[src/sv/bfcc_pkg.sv]
package bfcc_pkg;

  localparam int INDEX_WIDTH  = 8;
  localparam int EXTENT_WIDTH = 10;
  localparam int CELLS_WIDTH  = 10;
  localparam int NODE_WIDTH   = 3;
  localparam int NODE_COUNT   = 4;
  localparam int NODES_WIDTH  = NODE_WIDTH * NODE_COUNT;
  localparam int FACE_COUNT   = 6;
  localparam int AXIS_COUNT   = 3;
  localparam logic [CELLS_WIDTH-1:0] CELLS_RESET = CELLS_WIDTH'(8);

  typedef logic [2:0]              face_t;
  typedef logic [1:0]              twist_t;
  typedef logic [NODES_WIDTH-1:0]  nodes_t;
  typedef logic [EXTENT_WIDTH-1:0] extent_t;
  typedef logic [CELLS_WIDTH-1:0]  cells_t;

  localparam face_t NO_FACE = 3'd6;

  typedef enum logic [2:0] {
    ST_OK,
    ST_FIRST_NOT_FACE,
    ST_SECOND_NOT_FACE,
    ST_SELF_SAME_FACE,
    ST_BAD_TWIST,
    ST_EXTENT_MISMATCH
  } status_t;

  typedef enum logic [1:0] {
    REG_CELLS_X,
    REG_CELLS_Y,
    REG_CELLS_Z
  } reg_index_t;

  typedef struct packed {
    status_t status;
    face_t   first_face;
    face_t   second_face;
    twist_t  twist;
  } result_t;

  // corner numbers of each face: -x, +x, -y, +y, -z, +z
  localparam logic [NODE_WIDTH-1:0] FACE_CORNERS [FACE_COUNT][NODE_COUNT] = '{
    '{3'd0, 3'd4, 3'd7, 3'd3},
    '{3'd2, 3'd6, 3'd5, 3'd1},
    '{3'd0, 3'd1, 3'd5, 3'd4},
    '{3'd7, 3'd6, 3'd2, 3'd3},
    '{3'd0, 3'd1, 3'd2, 3'd3},
    '{3'd7, 3'd6, 3'd5, 3'd4}
  };

endpackage

[src/sv/bfcc_face_find.sv]
module bfcc_face_find
  import bfcc_pkg::*;
(
  input  nodes_t nodes,
  output face_t  face
);

  // first face whose corner set holds every node
  always_comb begin
    logic all_in;
    logic hit;
    face = NO_FACE;
    for (int f = FACE_COUNT - 1; f >= 0; f--) begin
      all_in = 1'b1;
      for (int n = 0; n < NODE_COUNT; n++) begin
        hit = 1'b0;
        for (int k = 0; k < NODE_COUNT; k++) begin
          if (nodes[NODE_WIDTH*n +: NODE_WIDTH] == FACE_CORNERS[f][k]) begin
            hit = 1'b1;
          end
        end
        if (!hit) begin
          all_in = 1'b0;
        end
      end
      if (all_in) begin
        face = face_t'(f);
      end
    end
  end

endmodule

[src/sv/bfcc_judge.sv]
module bfcc_judge
  import bfcc_pkg::*;
(
  input  logic    same_block,
  input  face_t   face_a,
  input  face_t   face_b,
  input  nodes_t  nodes_a,
  input  nodes_t  nodes_b,
  input  extent_t ext_a [AXIS_COUNT],
  input  extent_t ext_b [AXIS_COUNT],
  input  cells_t  cells_x,
  input  cells_t  cells_y,
  input  cells_t  cells_z,
  output result_t result
);

  function automatic twist_t corner_pos(face_t f, logic [NODE_WIDTH-1:0] c);
    twist_t pos;
    pos = '0;
    if (f < face_t'(FACE_COUNT)) begin
      for (int p = NODE_COUNT - 1; p >= 0; p--) begin
        if (FACE_CORNERS[f][p] == c) begin
          pos = twist_t'(p);
        end
      end
    end
    return pos;
  endfunction

  // msb set when the nodes disagree on the twist
  function automatic logic [2:0] twist_of(face_t fa, nodes_t a, face_t fb, nodes_t b);
    twist_t t;
    twist_t t0;
    logic   bad;
    t0  = corner_pos(fb, b[NODE_WIDTH-1:0]) - corner_pos(fa, a[NODE_WIDTH-1:0]);
    bad = 1'b0;
    for (int i = 1; i < NODE_COUNT; i++) begin
      t = corner_pos(fb, b[NODE_WIDTH*i +: NODE_WIDTH])
        - corner_pos(fa, a[NODE_WIDTH*i +: NODE_WIDTH]);
      if (t != t0) begin
        bad = 1'b1;
      end
    end
    return {bad, t0};
  endfunction

  nodes_t     nodes_b_rev;
  logic [2:0] tw_fwd;
  logic [2:0] tw_rev;
  logic       tw_bad;
  twist_t     tw;
  cells_t     n_a, n_b;
  extent_t    p1_a, p2_a, p1_b, p2_b;
  logic       ext_ok;

  assign nodes_b_rev = {nodes_b[2:0], nodes_b[5:3], nodes_b[8:6], nodes_b[11:9]};
  assign tw_fwd = twist_of(face_a, nodes_a, face_b, nodes_b);
  assign tw_rev = twist_of(face_a, nodes_a, face_b, nodes_b_rev);
  assign tw_bad = tw_fwd[2] && tw_rev[2];
  assign tw     = tw_fwd[2] ? tw_rev[1:0] : tw_fwd[1:0];

  always_comb begin
    case (face_a[2:1])
      2'd0: begin
        n_a = cells_x; p1_a = ext_a[1]; p2_a = ext_a[2];
      end
      2'd1: begin
        n_a = cells_y; p1_a = ext_a[2]; p2_a = ext_a[0];
      end
      default: begin
        n_a = cells_z; p1_a = ext_a[0]; p2_a = ext_a[1];
      end
    endcase
    case (face_b[2:1])
      2'd0: begin
        n_b = cells_x; p1_b = ext_b[1]; p2_b = ext_b[2];
      end
      2'd1: begin
        n_b = cells_y; p1_b = ext_b[2]; p2_b = ext_b[0];
      end
      default: begin
        n_b = cells_z; p1_b = ext_b[0]; p2_b = ext_b[1];
      end
    endcase
  end

  assign ext_ok = (n_a == n_b) &&
                  (tw[0] ? ((p1_a == p2_b) && (p2_a == p1_b))
                         : ((p1_a == p1_b) && (p2_a == p2_b)));

  always_comb begin
    result.status      = ST_OK;
    result.first_face  = face_a;
    result.second_face = face_b;
    result.twist       = '0;
    if (face_a == NO_FACE) begin
      result.status      = ST_FIRST_NOT_FACE;
      result.second_face = NO_FACE;
    end else if (face_b == NO_FACE) begin
      result.status = ST_SECOND_NOT_FACE;
    end else if (same_block && (face_a == face_b)) begin
      result.status = ST_SELF_SAME_FACE;
    end else if (tw_bad) begin
      result.status = ST_BAD_TWIST;
    end else begin
      result.twist  = tw;
      result.status = ext_ok ? ST_OK : ST_EXTENT_MISMATCH;
    end
  end

endmodule

[src/sv/block_face_connection_check.sv]
// Checks whether two hexahedral blocks can be joined face to face. One item is
// taken per clock whenever start is high (busy never rises). The item sits in the
// input register while the face match and twist compare feed the result register,
// so the verdict is registered at the next clock edge and is held with done high
// for one cycle. The receiver cannot stall, so results must be taken as they come.
// cells_x/y/z are written through wr_en/wr_index/wr_data and should change
// only while no item is in flight.
module block_face_connection_check
  import bfcc_pkg::*;
(
  input  logic                       clk,
  input  logic                       rst,
  input  logic                       start,
  output logic                       busy,
  input  logic [INDEX_WIDTH-1:0]     first_block,
  input  logic [INDEX_WIDTH-1:0]     second_block,
  input  logic [NODES_WIDTH-1:0]     first_face_nodes,
  input  logic [NODES_WIDTH-1:0]     second_face_nodes,
  input  logic [EXTENT_WIDTH-1:0]    first_extent_x,
  input  logic [EXTENT_WIDTH-1:0]    first_extent_y,
  input  logic [EXTENT_WIDTH-1:0]    first_extent_z,
  input  logic [EXTENT_WIDTH-1:0]    second_extent_x,
  input  logic [EXTENT_WIDTH-1:0]    second_extent_y,
  input  logic [EXTENT_WIDTH-1:0]    second_extent_z,
  input  logic                       wr_en,
  input  logic [1:0]                 wr_index,
  input  logic [CELLS_WIDTH-1:0]     wr_data,
  output logic                       done,
  output logic [2:0]                 status,
  output logic [2:0]                 first_face,
  output logic [2:0]                 second_face,
  output logic [1:0]                 twist
);

  cells_t  cells_x, cells_y, cells_z;
  logic    in_valid;
  logic    same_block;
  nodes_t  nodes_a, nodes_b;
  extent_t ext_a [AXIS_COUNT];
  extent_t ext_b [AXIS_COUNT];
  face_t   face_a, face_b;
  result_t res_next;
  result_t res;

  assign busy = 1'b0;

  always_ff @(posedge clk) begin
    if (rst) begin
      cells_x <= CELLS_RESET;
      cells_y <= CELLS_RESET;
      cells_z <= CELLS_RESET;
    end else if (wr_en) begin
      case (reg_index_t'(wr_index))
        REG_CELLS_X: cells_x <= wr_data;
        REG_CELLS_Y: cells_y <= wr_data;
        REG_CELLS_Z: cells_z <= wr_data;
        default: ;
      endcase
    end
  end

  // input register
  always_ff @(posedge clk) begin
    if (rst) begin
      in_valid <= 1'b0;
    end else begin
      in_valid <= start && !busy;
    end
  end

  always_ff @(posedge clk) begin
    if (start && !busy) begin
      same_block <= (first_block == second_block);
      nodes_a    <= first_face_nodes;
      nodes_b    <= second_face_nodes;
      ext_a[0]   <= first_extent_x;
      ext_a[1]   <= first_extent_y;
      ext_a[2]   <= first_extent_z;
      ext_b[0]   <= second_extent_x;
      ext_b[1]   <= second_extent_y;
      ext_b[2]   <= second_extent_z;
    end
  end

  bfcc_face_find u_find_a (
    .nodes (nodes_a),
    .face  (face_a)
  );

  bfcc_face_find u_find_b (
    .nodes (nodes_b),
    .face  (face_b)
  );

  bfcc_judge u_judge (
    .same_block (same_block),
    .face_a     (face_a),
    .face_b     (face_b),
    .nodes_a    (nodes_a),
    .nodes_b    (nodes_b),
    .ext_a      (ext_a),
    .ext_b      (ext_b),
    .cells_x    (cells_x),
    .cells_y    (cells_y),
    .cells_z    (cells_z),
    .result     (res_next)
  );

  // result register
  always_ff @(posedge clk) begin
    if (rst) begin
      done <= 1'b0;
    end else begin
      done <= in_valid;
    end
  end

  always_ff @(posedge clk) begin
    if (in_valid) begin
      res <= res_next;
    end
  end

  assign status      = res.status;
  assign first_face  = res.first_face;
  assign second_face = res.second_face;
  assign twist       = res.twist;

  a_latency: assert property (@(posedge clk) disable iff (rst)
    (!$past(rst) && !$past(rst, 2)) |-> (done == $past(start, 2)))
    else $error("done does not follow start by two cycles");

  a_ok_faces: assert property (@(posedge clk) disable iff (rst)
    (done && (status == ST_OK)) |-> ((first_face != NO_FACE) && (second_face != NO_FACE)))
    else $error("ok verdict without two faces");

  a_no_first: assert property (@(posedge clk) disable iff (rst)
    (done && (status == ST_FIRST_NOT_FACE))
      |-> ((first_face == NO_FACE) && (second_face == NO_FACE) && (twist == 2'd0)))
    else $error("first-not-face verdict carries face or twist");

  a_self: assert property (@(posedge clk) disable iff (rst)
    (done && (status == ST_SELF_SAME_FACE)) |-> (first_face == second_face))
    else $error("self-join verdict on different faces");

endmodule
[config.mk]
export PLATFORM = sky130hd
export DESIGN_NAME = block_face_connection_check
export DESIGN_NICKNAME = d
export VERILOG_FILES = /design/src/sv/bfcc_pkg.sv /design/src/sv/bfcc_face_find.sv /design/src/sv/bfcc_judge.sv /design/src/sv/block_face_connection_check.sv
export SDC_FILE = /design/constraint.sdc
export NUM_CORES = 1
export LEC_CHECK = 0
export ABC_CLOCK_PERIOD_IN_PS = 7700
export BUFFER_PORTS_ARGS = -buffer_cell sky130_fd_sc_hd__buf_4
export CAP_MARGIN = 20
export CORE_ASPECT_RATIO = 1.4
export CORE_MARGIN = 5
export CORE_UTILIZATION = 32
export DETAILED_ROUTE_END_ITERATION = 10
export GPL_TIMING_DRIVEN = 0
export PLACE_DENSITY = 0.59
export REMOVE_ABC_BUFFERS = 1
export SLEW_MARGIN = 40
export SYNTH_ARGS = -nofsm -noshare
export SYNTH_HDL_FRONTEND = slang
export SYNTH_SLANG_ARGS = --single-unit
[constraint.sdc]
create_clock -name clk -period 7.7 [get_ports clk]
set_input_delay 0.385 -clock clk [delete_from_list [all_inputs] [get_ports clk]]
set_output_delay 0.385 -clock clk [all_outputs]
set_load 0.05 [all_outputs]
Word level (Yosys, flattened, before mapping)
Memories as Yosys holds them, arrays and structs flattened.
Index checks and enable logic that the tools add are counted.

operators by class
  multiplexer cells = 274
  $add $sub $neg = 8
  bitwise operators = 2
  eq/ne operators = 107
  reductions and logical operators = 21
  magnitude comparators = 4

operator list
  kind                count
  $mux 1              207
  $pmux 10 s2         6
  $eq 3x3->1 const B  34
  $eq 3x3->1          33
  $mux 2              47
  $eq 10x10->1        5
  $eq 3x2->1 const B  16
  $mux 12             4
  $mux 3              10
  $eq 3x1->1 const B  8
  $logic_not 3->1     8
  $sub 2x2->2         8
  $ne 2x2->1          6
  $eq 8x8->1          1
  $ge 4x4->1 const B  2
  $not 3->4           2
  $eq 2x1->1 const B  3
  $logic_not 2->1     3
  $lt 3x3->1 const B  2
  $reduce_and 2->1    3
  $logic_and 1x1->1   5
  $reduce_or 4->1     1
  $reduce_or 3->1     1
  $eq 2x2->1 const B  1

storage, ports and cells
  logic and storage cells = 437
  memory bits (read-only) = 192
  output and inout bits = 13
  flip-flop bits (word level) = 128
  input bits = 116
  memories = 2

memories
  name             depth  bits a word  read ports  clocked after Yosys merged registers in  wr ports  RTL line          source
  (no name shown)  8      12           1           0                                        0         bfcc_judge.sv:22  if (FACE_CORNERS[f][p] == c) begin
  (no name shown)  8      12           1           0                                        0         bfcc_judge.sv:22

Logic depth before layout (Yosys ltp)
  depth in word-level cells = 37
  mapped depth = 25
  depth with buffers taken out = 23

By module
Synthesis repeated with hierarchy kept, for this count alone.

unflattened totals
  cells, all modules = 962
  area, all modules = 9086.2 um^2

by module, submodules not included
  module                       seq. area each (um^2)  instances  cells an instance  area an instance (um^2)
  bfcc_judge                   0.0                    1          701                4625.7
  block_face_connection_check  3523.4                 1          213                4121.5
  bfcc_face_find at u_find_b   0.0                    1          26                 198.9
  bfcc_face_find at u_find_a   0.0                    1          22                 140.1

Least setup slack after synthesis
No wires, ideal clock.

  kind = reg2reg
  from = reg nodes_a[0]
  to = reg res (netlist bit status[0]), data pin
  buffers on the path = 5
  path slack = 1.150 ns
  arrival time = 6.280 ns
  clock period less this slack = 6.550 ns
  stages on the path, launching flop included = 25
  required time = 7.430 ns
  cells stage by stage = edfxtp_1 clkbuf_1 inv_1 ha_1 or4_4 buf_6 nand2_1 clkbuf_1 clkbuf_1 a21oi_1 ha_1 clkbuf_1 xnor2_1 a311oi_1 a21boi_0 o21a_1 a211oi_1 o221a_2 ha_1 xor3_1 or4_1 a21o_1 mux2_4 mux2i_1 a31oi_1

on the way
  longest elaborated chain between the ends = 37

RTL lines
  what                             RTL line                            source
  from (decl)                      block_face_connection_check.sv:38   nodes_t nodes_a, nodes_b;
  from (signal assigned)           block_face_connection_check.sv:74   nodes_a <= first_face_nodes;
  $eq 3x3->1                       bfcc_face_find.sv:18                if (nodes[NODE_WIDTH*n +: NODE_WIDTH] == FACE_CORNERS[f][k]) begin
  $mux 1 (4 in a row)              bfcc_face_find.sv:18
  $mux 1 (4 in a row)              bfcc_face_find.sv:22                if (!hit) begin
  $mux 2 (2 in a row)              bfcc_face_find.sv:26                if (all_in) begin
  $mux 3 (3 in a row)              bfcc_face_find.sv:26
  $mux 3 *                         bfcc_face_find.sv:26
  net face_a[1]                    block_face_connection_check.sv:41   face_t face_a, face_b;
  $not 3->4 (not written as such)  bfcc_judge.sv:22
  [11 not listed]                  n/a
  $mux 1 (3 in a row)              bfcc_judge.sv:40                    if (t != t0) begin
  $mux 2                           bfcc_judge.sv:60                    assign tw = tw_fwd[2] ? tw_rev[1:0] : tw_fwd[1:0];
  $mux 1                           bfcc_judge.sv:88                    (tw[0] ? ((p1_a == p2_b) && (p2_a == p1_b))
  $logic_and 1x1->1                bfcc_judge.sv:87                    assign ext_ok = (n_a == n_b) &&
  $mux 3                           bfcc_judge.sv:107                   result.status = ext_ok ? ST_OK : ST_EXTENT_MISMATCH;
  $mux 3                           bfcc_judge.sv:103                   end else if (tw_bad) begin
  $mux 2                           bfcc_judge.sv:101                   end else if (same_block && (face_a == face_b)) begin
  $mux 2                           bfcc_judge.sv:99                    end else if (face_b == NO_FACE) begin
  to (signal assigned)             block_face_connection_check.sv:120  res <= res_next;
  to (decl)                        block_face_connection_check.sv:43   result_t res;

The timed path passes the listed nets; every way through them passes the cells marked *. The select of a mux whose other input is x is not followed.
A chain may end at the register's enable or synchronous reset.

Worst setup path in the final report
  from = reg nodes_b[3]
  to = reg res (netlist bit status[0]), data pin

on the way
  longest elaborated chain between the ends = 36

RTL lines
  what                                        RTL line                           source
  from (decl)                                 block_face_connection_check.sv:38
  from (signal assigned)                      block_face_connection_check.sv:75  nodes_b <= second_face_nodes;
  $eq 3x3->1                                  bfcc_face_find.sv:18
  $mux 1 (4 in a row)                         bfcc_face_find.sv:18
  $mux 1 (3 in a row)                         bfcc_face_find.sv:22
  $mux 2 (2 in a row)                         bfcc_face_find.sv:26
  $mux 3 (4 in a row)                         bfcc_face_find.sv:26
  $not 3->4 (not written as such)             bfcc_judge.sv:22
  $mem_v2 8x12                                n/a
  $mux 12 (not written as such) (2 in a row)  bfcc_judge.sv:22
  [8 not listed]                              n/a
  $mux 1 (3 in a row)                         bfcc_judge.sv:40
  $mux 2                                      bfcc_judge.sv:60
  $mux 1                                      bfcc_judge.sv:88
  $logic_and 1x1->1                           bfcc_judge.sv:87
  $mux 3                                      bfcc_judge.sv:107
  $mux 3                                      bfcc_judge.sv:103
  $mux 2                                      bfcc_judge.sv:101
  $mux 2 *                                    bfcc_judge.sv:99

Every way passes the cells marked *; elsewhere a longest branch is shown, timed or not. The select of a mux whose other input is x is not followed.

==> flow_summary.ini <==
[sta]
relSlewSlack_pct = 46.92
holdWs_ns = 0.1267
worst_clock_skew_ns = 0.01205
grt_setup_unrepaired = false
setup_violations = 0
worst_slew_pin_slew_ns = 0.7938
post-route-period-util_pct = 92.02
clock.fmax_mhz = 141.1
finalHoldViolCount = 0
min_period_ns = 7.086
maxSlewViolCount = 0

[placement]
placed_cell_area_um2 = 10450
portBuffers = 127
dp_hpwl_um = 19380
gp_congestion = 0.9572

[floorplan]
start_util_pct = 32.24
die_y_um = 209.5
die-area_um2 = 31960
core_area_um2 = 28220
die_w_um = 152.5
rows = 73
num_io_pins = 129

[detailed_routing]
wire_per_inst_um = 17.64
drt-vias-per-instance = 5.442
ant_nets = 0
vias = 8076
drc = 0
drtIter0Drc = 494
drtPass1Iterations = 5
wl_um = 26180

[clock_network]
postCtsHoldBufs = 0
cts_tree = done
clk_latency_ns = 0.43
root_buffer = clkbuf_16
clk_path_buf_depth = 2
numCtsBuffers = 17
cts_setup_buffers = 0
numClockSinks = 128
clk_pin_slew_worst_paths_ns = 0.06
cts_resized = 0
htreeDepth = 4

[yosys]
yosysSeqAreaShare_pct = 38.72
synth-compound-area-share_pct = 17.92
synth.area.mux_share_pct = 4.647
avgSynthCellArea_um2 = 9.064
synth_enable_flop_cells = 96
synth_seq_cells = 128
synth.distinct_cells = 88
netlist_area_um2 = 9100
ys_warn_count = 0
async_flop_share_pct = 0
synth_xor_area_share_pct = 11.14
synth_top_family_by_area = simple AND/OR/NAND/NOR gates
synthAdderAreaFrac_pct = 3.300
synth_top_flop_cell = edfxtp_1
synth-simple-area-share_pct = 20.05
synth_cells = 1004

[job]
drv_cap = 0

[layout]
syn_to_final_growth_pct = 21.63
final_nets = 1236
seqCellArea_um2 = 3523
multi_input_area_um2 = 5268
drive_gt1_share_pct = 19.57
final_cell_area_um2 = 11070
nFillCells = 2854
fin_util_pct = 39.22
diodes = 0

[power_and_ir_drop]
power.leakage_nw = 4.247
finalPower_mw = 2.563
power_density_nw_per_um2 = 231.6
ir_drop_mv = 0.1791

[worst_setup_path]
end_kind = flop
cp.arrival_ns = 7.22
critPathMaxFanout = 16
cp-start-kind = flop
crit_type = flop to flop
worstPathRequired_ns = 7.84

[global_route]
grt_antenna_before_repair = 0
grt_pass1_vias = 7798
grt_max_degree = 87
grt_overflow = 0
grt_pass1_wl_um = 41080
grt_usage_pct = 15.96

[min_path]
worstHoldPathType = input pin to flop

[status]
status = completed
[report_power, final]
group | switching [mW] | internal, mW
registers | 0.0515 | 0.801
logic | 0.527 | 0.376
clock network | 0.327 | 0.481
total | 0.906 | 1.66
[cells in the mapped netlist (19+ instances only)]
library cell,instances,area [um^2]
inv_1,19,71.32
mux2i_1,34,340.3
nand2_1,151,566.8
nor2_1,62,232.7
edfxtp_1,96,2883
xnor2_1,71,621.9
a21oi_1,87,435.4
ha_1,24,300.3
o21ai_0,52,260.3
clkbuf_1,36,135.1
nand3_1,41,205.2
xor2_1,28,245.2
nand4_1,20,125.1
dfxtp_1,32,640.6
[flip-flops by register name (all words and copies together) (netlist names), 2 cells and up]
name and flops:
cells_x 10, second_face 3, nodes_a 12, first_face 3
status 3, cells_y 10, ext_b 30, nodes_b 12
cells_z 10, twist 2, ext_a 30
[routing by layer]
layer / vias to the layer above / wire (um) / share of wire (%) / track usage [%]
li1: 3867 / - / - / -
met1: 3858 / 10280 / 39 / 17.81
met2: 295 / 13780 / 53 / 29.54
met3: 56 / 1290 / 4.9 / 2.970
met4: 0 / 830 / 3.2 / 6.886
met5: - / 0 / 0 / 0
[layout make-up]
cell class                      count  share of cell area (%)
Sequential cell                   128                   31.83
Tap cell                          375                   4.239
Inverter                           21                  0.7122
Multi-Input combinational cell    788                   47.59
Timing Repair Buffer              140                   10.32
Clock inverter                     14                   1.424
Clock buffer                       18                   3.877
[critical path, stage by stage, from the launching register on]
cell,delay [ns]
edfxtp_1,0.61
xnor2_1,0.37
nand4_1,0.61
o21ai_2,0.59
ha_1,0.58
inv_1,0.12
a311oi_1,0.53
mux2i_1,0.17
a21oi_1,0.29
nand4_1,0.13
a21oi_1,0.43
inv_1,0.15
ha_1,0.23
xor3_1,0.41
or4_1,0.53
a21o_1,0.23
mux2_4,0.34
mux2i_1,0.29
a31oi_1,0.17
[per-stage QoR]
step | setup TNS [ns] | instances | setup WS (ns)
6_report | 0 | 1484 | 0.6145
5_1_grt | 0 | 1484 | 0.1755
4_1_cts | 0 | 1483 | 0.6779
3_5_place_dp | 0 | 1451 | 0.7092
3_3_place_gp | -2.321 | 1439 | -0.8117
2_1_floorplan | 0 | 937 | 0.9617
[layout by cell type, fill, tap and decap left out, types with 11 or more instances in the layout]
| cell | Yosys | final |
|---|---|---|
| a21oi_1 | 87 | 87 |
| a31oi_1 | 13 | 13 |
| buf_4 | 2 | 129 |
| clkbuf_16 | 0 | 17 |
| dfxtp_1 | 32 | 32 |
| edfxtp_1 | 96 | 96 |
| ha_1 | 24 | 24 |
| inv_1 | 19 | 19 |
| mux2i_1 | 34 | 34 |
| nand2_1 | 151 | 150 |
| nand3_1 | 41 | 41 |
| nand4_1 | 20 | 20 |
| nor2_1 | 62 | 60 |
| nor3_1 | 17 | 17 |
| nor4_1 | 13 | 11 |
| o21ai_0 | 52 | 52 |
| xnor2_1 | 71 | 71 |
| xor2_1 | 28 | 28 |
[final timing paths]
kind,startpoint,to,slack [ns],cells after the start
max,nodes_b[3]$_DFFE_PP_,status[0]$_SDFFCE_PP1P_,0.61,18
min,second_extent_x[3],ext_b[23]$_DFFE_PP_,0.13,1
max reg2reg,nodes_b[3]$_DFFE_PP_,status[0]$_SDFFCE_PP1P_,0.61,18
min reg2reg,cells_y[3]$_SDFFE_PP1P_,cells_y[3]$_SDFFE_PP1P_,0.49,1
[cell families (layout without fill, tap and decap cells)]
logic type                 count (synthesis)  count (layout)
other                                      1               1
AOI/OAI and AO/OA                        249             249
buffers and inverters                     88             193
muxes                                     38              38
adders and majority gates                 24              24
DFF                                      128             128
and+or+nand+nor                          370             370
xor gates and xnor gates                 106             106
Note: power is estimated with default switching activity, not from simulation.
